==> config.mk <==
export PLATFORM = sky130hd
export DESIGN_NAME = rba_ctrl
export DESIGN_NICKNAME = d
export VERILOG_FILES = /design/src/rtl/core/rba_pkg.sv /design/src/rtl/core/rba_ctrl.sv
export SDC_FILE = /design/constraint.sdc
export NUM_CORES = 1
export LEC_CHECK = 0
export BUFFER_PORTS_ARGS = -buffer_cell sky130_fd_sc_hd__buf_2
export CAP_MARGIN = 10
export CORE_AREA = 2 2 39 41
export CTS_CLUSTER_DIAMETER = 150
export DETAILED_ROUTE_END_ITERATION = 8
export DIE_AREA = 0 0 41 43
export HOLD_SLACK_MARGIN = 0.06
export SKIP_LAST_GASP = 1
export SYNTH_ARGS = -nofsm -noshare
export SYNTH_HDL_FRONTEND = slang
export SYNTH_SLANG_ARGS = --single-unit
==> constraint.sdc <==
create_clock -name aclk -period 1.86 [get_ports aclk]
set_input_delay 0.465 -clock aclk [delete_from_list [all_inputs] [get_ports aclk]]
set_output_delay 0.465 -clock aclk [all_outputs]
set_load 0.02 [all_outputs]
==> src/rtl/core/rba_pkg.sv <==
// Package for the rectangle blitter: word types, mode codes, register
// indexes and controller states. Depends on nothing.
package rba_pkg;

    // Host command codes carried in the mode field.
    localparam logic [1:0] MODE_WR_SRC = 2'd0;
    localparam logic [1:0] MODE_WR_DST = 2'd1;
    localparam logic [1:0] MODE_RD_DST = 2'd2;
    localparam logic [1:0] MODE_BLIT   = 2'd3;

    // Configuration register indexes.
    localparam int CFG_IDX_W = 3;
    localparam logic [CFG_IDX_W-1:0] REG_SRC_COL      = 3'd0;
    localparam logic [CFG_IDX_W-1:0] REG_SRC_ROW      = 3'd1;
    localparam logic [CFG_IDX_W-1:0] REG_RECT_WIDTH   = 3'd2;
    localparam logic [CFG_IDX_W-1:0] REG_RECT_HEIGHT  = 3'd3;
    localparam logic [CFG_IDX_W-1:0] REG_DST_COL      = 3'd4;
    localparam logic [CFG_IDX_W-1:0] REG_DST_ROW      = 3'd5;
    localparam logic [CFG_IDX_W-1:0] REG_BLEND_ENABLE = 3'd6;
    localparam logic [CFG_IDX_W-1:0] REG_ALPHA_LEVEL  = 3'd7;

    localparam int CFG_DATA_W = 8;
    localparam logic [7:0] ALPHA_FULL = 8'd255;

    typedef struct packed {
        logic [1:0]  mode;
        logic [13:0] byte_addr;
        logic [7:0]  write_data;
    } in_word_t;

    typedef struct packed {
        logic [7:0] read_data;
        logic       status;
    } out_word_t;

    typedef enum logic [1:0] {
        ST_IDLE,
        ST_READ,
        ST_RUN,
        ST_DRAIN
    } state_t;

    // Commands from the controller to the datapath.
    typedef struct packed {
        logic host_wr_src;
        logic host_wr_dst;
        logic host_rd;
        logic load_base;
        logic step;
        logic out_load;
        logic out_status;
        logic out_from_read;
    } ctrl_cmd_t;

    // Status from the datapath to the controller.
    typedef struct packed {
        logic rect_fits;
        logic rect_empty;
        logic last_byte;
        logic pipe_busy;
    } dp_stat_t;

endpackage

==> src/rtl/core/rba_ctrl.sv <==
// Controller state machine of the blitter: input and result handshakes and
// the sequencing of host accesses and blits. Depends on rba_pkg.
module rba_ctrl import rba_pkg::*; (
    input  logic       aclk,
    input  logic       aresetn,
    input  logic       s_valid,
    output logic       s_ready,
    input  logic [1:0] in_mode,
    output logic       m_valid,
    input  logic       m_ready,
    input  dp_stat_t   stat,
    output ctrl_cmd_t  cmd
);
    state_t state_reg, state_next;
    logic   m_valid_reg, m_valid_next;
    logic   accept;

    always_ff @(posedge aclk) begin
        if (!aresetn) begin
            state_reg   <= ST_IDLE;
            m_valid_reg <= 1'b0;
        end else begin
            state_reg   <= state_next;
            m_valid_reg <= m_valid_next;
        end
    end

    always_comb begin
        state_next = state_reg;
        cmd        = '0;
        // The result register is free, or its word leaves at this edge.
        s_ready    = (state_reg == ST_IDLE) && (!m_valid_reg || m_ready);
        accept     = s_valid && s_ready;
        case (state_reg)
            ST_IDLE: begin
                if (accept) begin
                    case (in_mode)
                        MODE_WR_SRC: begin
                            cmd.host_wr_src = 1'b1;
                            cmd.out_load    = 1'b1;
                        end
                        MODE_WR_DST: begin
                            cmd.host_wr_dst = 1'b1;
                            cmd.out_load    = 1'b1;
                        end
                        MODE_RD_DST: begin
                            cmd.host_rd = 1'b1;
                            state_next  = ST_READ;
                        end
                        default: begin
                            if (!stat.rect_fits) begin
                                cmd.out_load   = 1'b1;
                                cmd.out_status = 1'b1;
                            end else if (stat.rect_empty) begin
                                cmd.out_load = 1'b1;
                            end else begin
                                cmd.load_base = 1'b1;
                                state_next    = ST_RUN;
                            end
                        end
                    endcase
                end
            end
            ST_READ: begin
                cmd.out_load      = 1'b1;
                cmd.out_from_read = 1'b1;
                state_next        = ST_IDLE;
            end
            ST_RUN: begin
                cmd.step = 1'b1;
                if (stat.last_byte) begin
                    state_next = ST_DRAIN;
                end
            end
            ST_DRAIN: begin
                if (!stat.pipe_busy) begin
                    cmd.out_load = 1'b1;
                    state_next   = ST_IDLE;
                end
            end
            default: begin
                state_next = ST_IDLE;
            end
        endcase
        m_valid_next = cmd.out_load ? 1'b1 : (m_ready ? 1'b0 : m_valid_reg);
    end

    assign m_valid = m_valid_reg;

    // A new result must never overwrite a word that has not been taken.
    a_no_overwrite: assert property (@(posedge aclk) disable iff (!aresetn)
        cmd.out_load |-> (!m_valid_reg || m_ready))
        else $error("result word overwritten before it was taken");

    // The final byte of a blit hands over to draining the pipeline.
    a_last_to_drain: assert property (@(posedge aclk) disable iff (!aresetn)
        (cmd.step && stat.last_byte) |=> (state_reg == ST_DRAIN))
        else $error("blit did not drain after its final byte");
endmodule

Word-level counts from Yosys, hierarchy flattened
Cells that the tools add are included.
Widths: inputs -> output; s select.

word-level totals
  flip-flop bits (word level) = 3
  bits in latches = 0
  bits in writable memories = 0
  memory bits (read-only) = 0
  bits of input ports = 10
  word-level logic and storage cells = 51
  memories kept = 0

operators by class
  add/subtract/negate cells = 0
  multiply operators = 0
  divide/modulo/power cells = 0
  order comparisons = 0
  equality and inequality tests = 11
  shift-type cells = 0
  mux-type cells = 28
  bitwise operators = 0
  reduce and logical (&&, ||, !) cells = 10

operator list
  operator            count
  $mux 1              16
  $mux 2              6
  $mux 4              2
  $ne 2x2->1 const B  4
  $pmux 2 s4          1
  $eq 2x2->1 const B  3
  $ne 3x2->1 const B  2
  $reduce_and 6->1    1
  $eq 2x1->1 const B  2
  $logic_not 2->1     2
  $pmux 2 s2          1
  $pmux 1 s3          1
  $reduce_or 3->1     1
  $logic_and 1x1->1   2
  $pmux 1 s2          1
  $reduce_bool 2->1   1
  $reduce_or 2->1     1
  $logic_not 1->1     1
  $logic_or 1x1->1    1

Logic depth before layout (Yosys ltp)
Gate-level depths: netlist of run 1.

  word-level depth = 7
  gate-level depth with buffers = 4
  depth with buffers taken out = 3

Worst setup path before layout of run 1
OpenSTA, ideal clock, no wires.

  kind = input to output
  start point = input m_ready
  end point = output cmd[6] (netlist bit)
  arrival time = 1.311 ns
  required time = 1.395 ns
  path slack = 0.084 ns
  stages = 3
  path through = nand2b_1 -> nand3_1 -> nor3b_1

RTL lines
  what         RTL line        text
  from (decl)  rba_ctrl.sv:10  input logic m_ready,
  to (decl)    rba_ctrl.sv:12  output ctrl_cmd_t cmd

==> reports/summary.txt, run 1 <==
Pint - 0.188 mW
Worst VDD drop - 148 µV
Die Footprint - 1760 µm²
CTS Hold Bufs - 0
Final worst-path cycle share - 0.954
Met2 demand-to-capacity share in global routing - 0.138
Share of Yosys cell area claimed by the top area cell type - 0.219
Half-perimeter wire length after placement - 591 µm
Finished layout cell area - 433 µm²
Overall power after layout - 0.286 mW
Startpoint kind of the worst setup timing path - flip-flop
Final routed wire length divided by cell count - 10.4 µm
Library cells used by synthesis - 21
Sw Ratio - 0.342
HP Class - input port to flip-flop
Worst EP arrival - 1.31 ns
Number of top-level pins - 20
Most utilized layer in the global route result - met2
Number of buffer cells added on primary ports - 19
Run status - finished, final reports clean
Bufs on Longest Clock Path - 2
Compound-cell area share of the yosys netlist - 0.311
Warnings, synthesis - 0
Share of synthesized cell area in full adder, half adder and majority cells - 0
Worst-path maximum fanout - 6
Layout-stage area growth over the synthesis result - 58.0%
Share of the yosys chip area belonging to registers - 0.219
Met1 Use GR - 0.121
Transition time of the tightest slew-check pin - 0.266 ns
Vertical die dimension - 43 µm
Clock buffer count from CTS - 3
Place WS - 0.0936 ns
Critical path data required time - 1.39 ns
Starting Density - 0.198
Simple-gate area share of the yosys netlist - 0.402
Remaining routing DRC violations - 0
Combinational family with the most area after synthesis - simple AND/OR/NAND/NOR gates
Worst setup path category - flip-flop to output port
Number of inserted diodes - 0
Global-route wire length before repair - 1150 µm
Filler cells - 157
Nets@finish - 70
Xor/xnor cell area share of the yosys netlist - 0
Hold slack - 0.489 ns
Sequential Area - 60.1 µm²
Tot GR Track Use - 0.0982
Final critical-path setup slack - 0.0855 ns
Post-Synthesis Net Count - 46
Crit path capture type - output port
Number of global-route vias before repair - 284
Largest net degree at the start of global routing - 8
Layout cells sized above 1 - 0.525
Mux cell area share after synthesis - 0
Clock period minus final worst setup slack - 1.77 ns
Number of DRC violations after detailed-routing iteration 0 - 6
Final clock skew - 0.0000908 ns
Max Cap Viol - 0
Flip-flop count of the largest register, all copies and words added - 2
Detailed-route vias per instance - 4.45
Pins over their slew limit - 0
Insertion delay of the later-clocked pin in the worst-skew pair - 0.24 ns
Post-DP Area - 382 µm²
Number of synthesized register bits - 3
P per Cell Area - 660 nW/µm²
Area occupied by multi-input gates - 213 µm²
Number of iterations in the first detailed-routing pass - 5
Worst-path clk slew - 0.04 ns
Leakage power of the design - 0.213 nW
Antenna viol nets, final - 0
Top cells by area, synth - sky130_fd_sc_hd__dfxtp_1, sky130_fd_sc_hd__o41ai_2, sky130_fd_sc_hd__nand3_1
Average cell area after synthesis - 7.61 µm²
CTS H-tree depth - 1
GP Congestion - 0.721
Number of sinks handled by clock tree synthesis - 3
Final setup violation count - 0
Dominant cell type by area after synthesis - sky130_fd_sc_hd__dfxtp_1
Total wirelength of the detailed-routed design - 777 µm
Slew headroom - 0.822
Switching power summed over all nets - 0.0977 mW
Area of the placeable core - 1380 µm²
Maximum clock frequency - 564 MHz
Post-Synthesis Cell Area - 274 µm²
Met3 capacity usage during global routing - 0.0366
Post-Synthesis Cells - 36
Remaining Overflow, GRT - 0
Clock Power Share - 0.413
Final number of hold-violating endpoints - 0
Flop pwr share - 0.264
Final total negative setup slack - 0 ns
RSZ-0062 raised after global routing - false
Clock tree from TritonCTS - yes
Horizontal die dimension - 41 µm
Cell at the root of the clock tree - sky130_fd_sc_hd__clkbuf_4
Number of vias after detailed routing - 334
Gate power share - 0.323
Standard-cell row count - 14
Number of antenna violations at the first check in global routing - 0
[cell type report]
class	count	share of cell area
inverters	3	0.0260
well taps	16	0.0462
repair buffers	20	0.237
clock buffers	4	0.0607
multi-input cells	29	0.491
flip-flops and latches	3	0.139
[path summary, 6_finish.rpt]
| check | endpoint | slack [ns] | cells after the start | start |
|---|---|---|---|---|
| setup reg to reg | state_reg[1] | 0.81 | 2 | m_valid |
| hold reg to reg | state_reg[1] | 0.60 | 1 | state_reg[0] |
| setup / recovery | cmd[6] | 0.09 | 4 | state_reg[0] |
| hold / removal | state_reg[1] | 0.49 | 3 | stat[0] |
[cells in the mapped netlist, drive strengths merged]
cell type / number
o211ai: 1
buf: 1
o21ai: 2
dfxtp: 3
o41ai: 1
nand3: 3
clkinv: 1
inv: 2
a211oi: 2
nand2: 4
a221o: 1
and2: 1
nor3b: 3
nor3: 3
nand2b: 2
a21bo: 1
nor2: 3
a21boi: 1
o2bb2ai: 1
[through the flow]
| stage | utilization | cells |
|---|---|---|
| finish | 0.313 | 75 |
| global route | 0.313 | 75 |
| CTS | 0.302 | 75 |
| detailed placement | 0.276 | 70 |
| global placement | 0.276 | 70 |
| floorplan | - | 36 |
[logic make-up after synthesis]
kind of cell,count (synthesis)
simple gates,19
compound gates,10
buf+inv,4
flops,3
[critical path: stages (launching register included)]
cell                      delay, ns
sky130_fd_sc_hd__dfxtp_1       0.37
sky130_fd_sc_hd__nor2_2        0.18
sky130_fd_sc_hd__nand3_2       0.14
sky130_fd_sc_hd__nor3b_2       0.21
sky130_fd_sc_hd__buf_2         0.18
[power groups by stage]
stage | Sequential (mW) | Clock [mW] | Combinational (mW)
detailed placement | 0.0757 | 0 | 0.0860
finish | 0.0754 | 0.118 | 0.0923
global placement | 0.0757 | 0 | 0.0855
floorplan | 0.0777 | 0 | 0.0531
CTS | 0.0751 | 0.124 | 0.0898
global route | 0.0758 | 0.134 | 0.100
[placed cells by master (no fill, tap or decap)]
cell	n
sky130_fd_sc_hd__o21ai_0	2
sky130_fd_sc_hd__a221o_1	1
sky130_fd_sc_hd__a21boi_0	1
sky130_fd_sc_hd__nor3_1	3
sky130_fd_sc_hd__dfxtp_1	3
sky130_fd_sc_hd__nand2_1	4
sky130_fd_sc_hd__and2_1	1
sky130_fd_sc_hd__clkbuf_4	3
sky130_fd_sc_hd__buf_2	19
sky130_fd_sc_hd__o211ai_1	1
sky130_fd_sc_hd__inv_1	2
sky130_fd_sc_hd__nor2_2	1
sky130_fd_sc_hd__a211oi_1	2
sky130_fd_sc_hd__nand3_2	1
sky130_fd_sc_hd__nor3b_2	3
sky130_fd_sc_hd__o41ai_2	1
sky130_fd_sc_hd__a21bo_2	1
sky130_fd_sc_hd__nand2b_4	1
sky130_fd_sc_hd__nand3_1	2
sky130_fd_sc_hd__nand2b_1	1
sky130_fd_sc_hd__clkbuf_1	1
sky130_fd_sc_hd__buf_4	1
sky130_fd_sc_hd__o2bb2ai_1	1
sky130_fd_sc_hd__clkinv_1	1
sky130_fd_sc_hd__nor2_1	2
[layer usage]
layer | share of wire | vias to the layer above | wire length [µm]
met4 | 0 | 0 | 0
li1 | - | 180 | -
met1 | 0.46 | 143 | 354
met5 | 0 | - | 0
met2 | 0.49 | 11 | 381
met3 | 0.053 | 0 | 41
[what timing repair did]
item,in CTS,in global routing
setup buffers,1,0
setup endpoints to repair,4,5
gates resized for setup,1,3
pin swaps,1,1
Note: power is estimated with default switching activity, not from simulation.
==> run 2: changes to the inputs <==
--- a/config.mk
+++ b/config.mk
@@ -5,12 +5,12 @@
 export SDC_FILE = /design/constraint.sdc
 export NUM_CORES = 1
 export LEC_CHECK = 0
-export BUFFER_PORTS_ARGS = -buffer_cell sky130_fd_sc_hd__buf_2
 export CAP_MARGIN = 10
 export CORE_AREA = 2 2 39 41
 export CTS_CLUSTER_DIAMETER = 150
 export DETAILED_ROUTE_END_ITERATION = 8
 export DIE_AREA = 0 0 41 43
+export DONT_BUFFER_PORTS = 1
 export HOLD_SLACK_MARGIN = 0.06
 export SKIP_LAST_GASP = 1
 export SYNTH_ARGS = -nofsm -noshare
==> reports/summary.txt, run 2 (same netlist as run 1, synthesis figures left out) <==
Run status - finished, final reports clean
Worst EP arrival - 1.32 ns
Number of global-route vias before repair - 289
Commonest non-fill, non-tap cell in the layout - sky130_fd_sc_hd__buf_4
Worst min-delay path startpoint - aresetn
Number of cells on the worst hold path - 1
Number of sinks handled by clock tree synthesis - 3
Final setup violation count - 0
Slew headroom - 0.731
Bufs on Longest Clock Path - 2
Cell at the root of the clock tree - sky130_fd_sc_hd__clkbuf_4
Startpoint kind of the worst setup timing path - flip-flop
CTS Hold Bufs - 0
Die Footprint - 1760 µm²
Final routed wire length divided by cell count - 12.0 µm
Max Cap Viol - 0
Layout-stage area growth over the synthesis result - 41.6%
Global-route wire length before repair - 1190 µm
Number of DRC violations after detailed-routing iteration 0 - 4
P per Cell Area - 686 nW/µm²
Maximum clock frequency - 561 MHz
Final clock skew - 0.00321 ns
Clock tree from TritonCTS - yes
CTS H-tree depth - 1
Half-perimeter wire length after placement - 575 µm
Clock period minus final worst setup slack - 1.78 ns
RSZ-0062 raised after global routing - true
Pins over their slew limit - 0
Area of the placeable core - 1380 µm²
Clock buffer count from CTS - 3
Worst reg2reg path endpoint - state_reg[1]
Met2 wire length - 371 µm
Number of top-level pins - 20
Transition time of the tightest slew-check pin - 0.402 ns
Tot GR Track Use - 0.0973
Final total negative setup slack - 0 ns
Starting Density - 0.198
Number of iterations in the first detailed-routing pass - 3
CP bufs+invs - 2
Cell family contributing the most delay on the critical path - flip-flops
Routed length on met3 - 51 µm
Worst setup path category - flip-flop to output port
Delay of the slowest cell on the worst path - 0.46 ns
Uppermost layer routed - met3
Number of buffer cells added on primary ports - 0
Final worst-path cycle share - 0.958
Layout cells sized above 1 - 0.391
Antenna viol nets, final - 0
Met1 Wirelength - 323 µm
Vertical die dimension - 43 µm
Worst VDD drop - 102 µV
Insertion delay of the later-clocked pin in the worst-skew pair - 0.23 ns
End point of the most critical hold path - m_valid
Largest net degree at the start of global routing - 8
Number of vias after detailed routing - 299
Standard-cell row count - 14
Crit Reg-Reg Startpoint - m_valid
Number of antenna violations at the first check in global routing - 0
HP Class - input port to flip-flop
Leakage power of the design - 0.161 nW
Number of inserted diodes - 0
Commonest cells after routing, fill and taps aside - sky130_fd_sc_hd__buf_4, sky130_fd_sc_hd__nand2_1, sky130_fd_sc_hd__clkbuf_4, sky130_fd_sc_hd__dfxtp_1
Highest-delay cell along the critical path - sky130_fd_sc_hd__dfxtp_1
Horizontal die dimension - 41 µm
Finished layout cell area - 388 µm²
Worst-path clk slew - 0.04 ns
Cells along the critical path - nand2b_1 > buf_4 > nand3_1 > o21ai_0 > buf_4
Crit path capture type - output port
Remaining Overflow, GRT - 0
Final number of hold-violating endpoints - 0
Post-DP Area - 332 µm²
Reg2Reg Setup Slack - 0.70 ns
Detailed-route vias per instance - 4.82
GP Congestion - 0.726
Place WS - 0.198 ns
Flip-flop count of the largest register, all copies and words added - 2
Critical Path Most Common Cell - sky130_fd_sc_hd__buf_4
Total wirelength of the detailed-routed design - 746 µm
Final critical-path setup slack - 0.0780 ns
Nets@finish - 57
Remaining routing DRC violations - 0
Number of cells traversed by the worst register-to-register path - 2
Critical path data required time - 1.39 ns
Worst-path maximum fanout - 3
run 2: report_power, final:
part	total (mW)	switching [mW]	internal, mW
clock	0.116	0.0357	0.0805
combinational	0.0705	0.0402	0.0303
sequential	0.0792	0.00998	0.0693
total	0.266	0.0859	0.180
run 2: worst max-delay path by stage:
stage / from / end / slack, ns / depth (start not counted)
global placement: m_ready / cmd[6] / 0.22 / 4
CTS: m_valid / cmd[5] / 0.005 / 4
global route: m_valid / cmd[5] / -0.005 / 4
finish: m_valid / cmd[2] / 0.08 / 5
floorplan: m_ready / cmd[6] / 0.08 / 3
detailed placement: m_ready / cmd[6] / 0.20 / 4
run 2: worst reg2reg max path, stage by stage, from the launching register on:
cell                      delay, ns
sky130_fd_sc_hd__dfxtp_1       0.38
sky130_fd_sc_hd__a221o_1       0.38
sky130_fd_sc_hd__o41ai_2       0.30
run 2: final cells by class:
type                    instances  area [µm²]
repair buffers                  7        52.6
well taps                      16        20.0
multi-input cells              29         218
flip-flops and latches          3        60.1
inverters                       3        11.3
clock buffers                   4        26.3
fillers                       156         996
run 2: what timing repair did:
action	in CTS	in global routing
gates resized for setup	1	4
pin swaps	0	0
setup endpoints to repair	4	5
buffers inserted	0	1
run 2: routing by layer:
| metal | vias up | track usage |
|---|---|---|
| met5 | - | 0 |
| met4 | 0 | 0.0800 |
| met3 | 0 | 0.0209 |
| met2 | 8 | 0.122 |
| met1 | 138 | 0.135 |
| li1 | 153 | - |
run 2: metrics by stage:
step	utilization	hold WS, ns	power, mW	cells
after global placement	0.240	0.547	0.143	57
after floorplan	-	0.515	0.131	36
after global routing	0.280	0.361	0.283	62
final	0.280	0.363	0.266	62
after detailed placement	0.240	0.570	0.144	57
after CTS	0.260	0.350	0.269	61
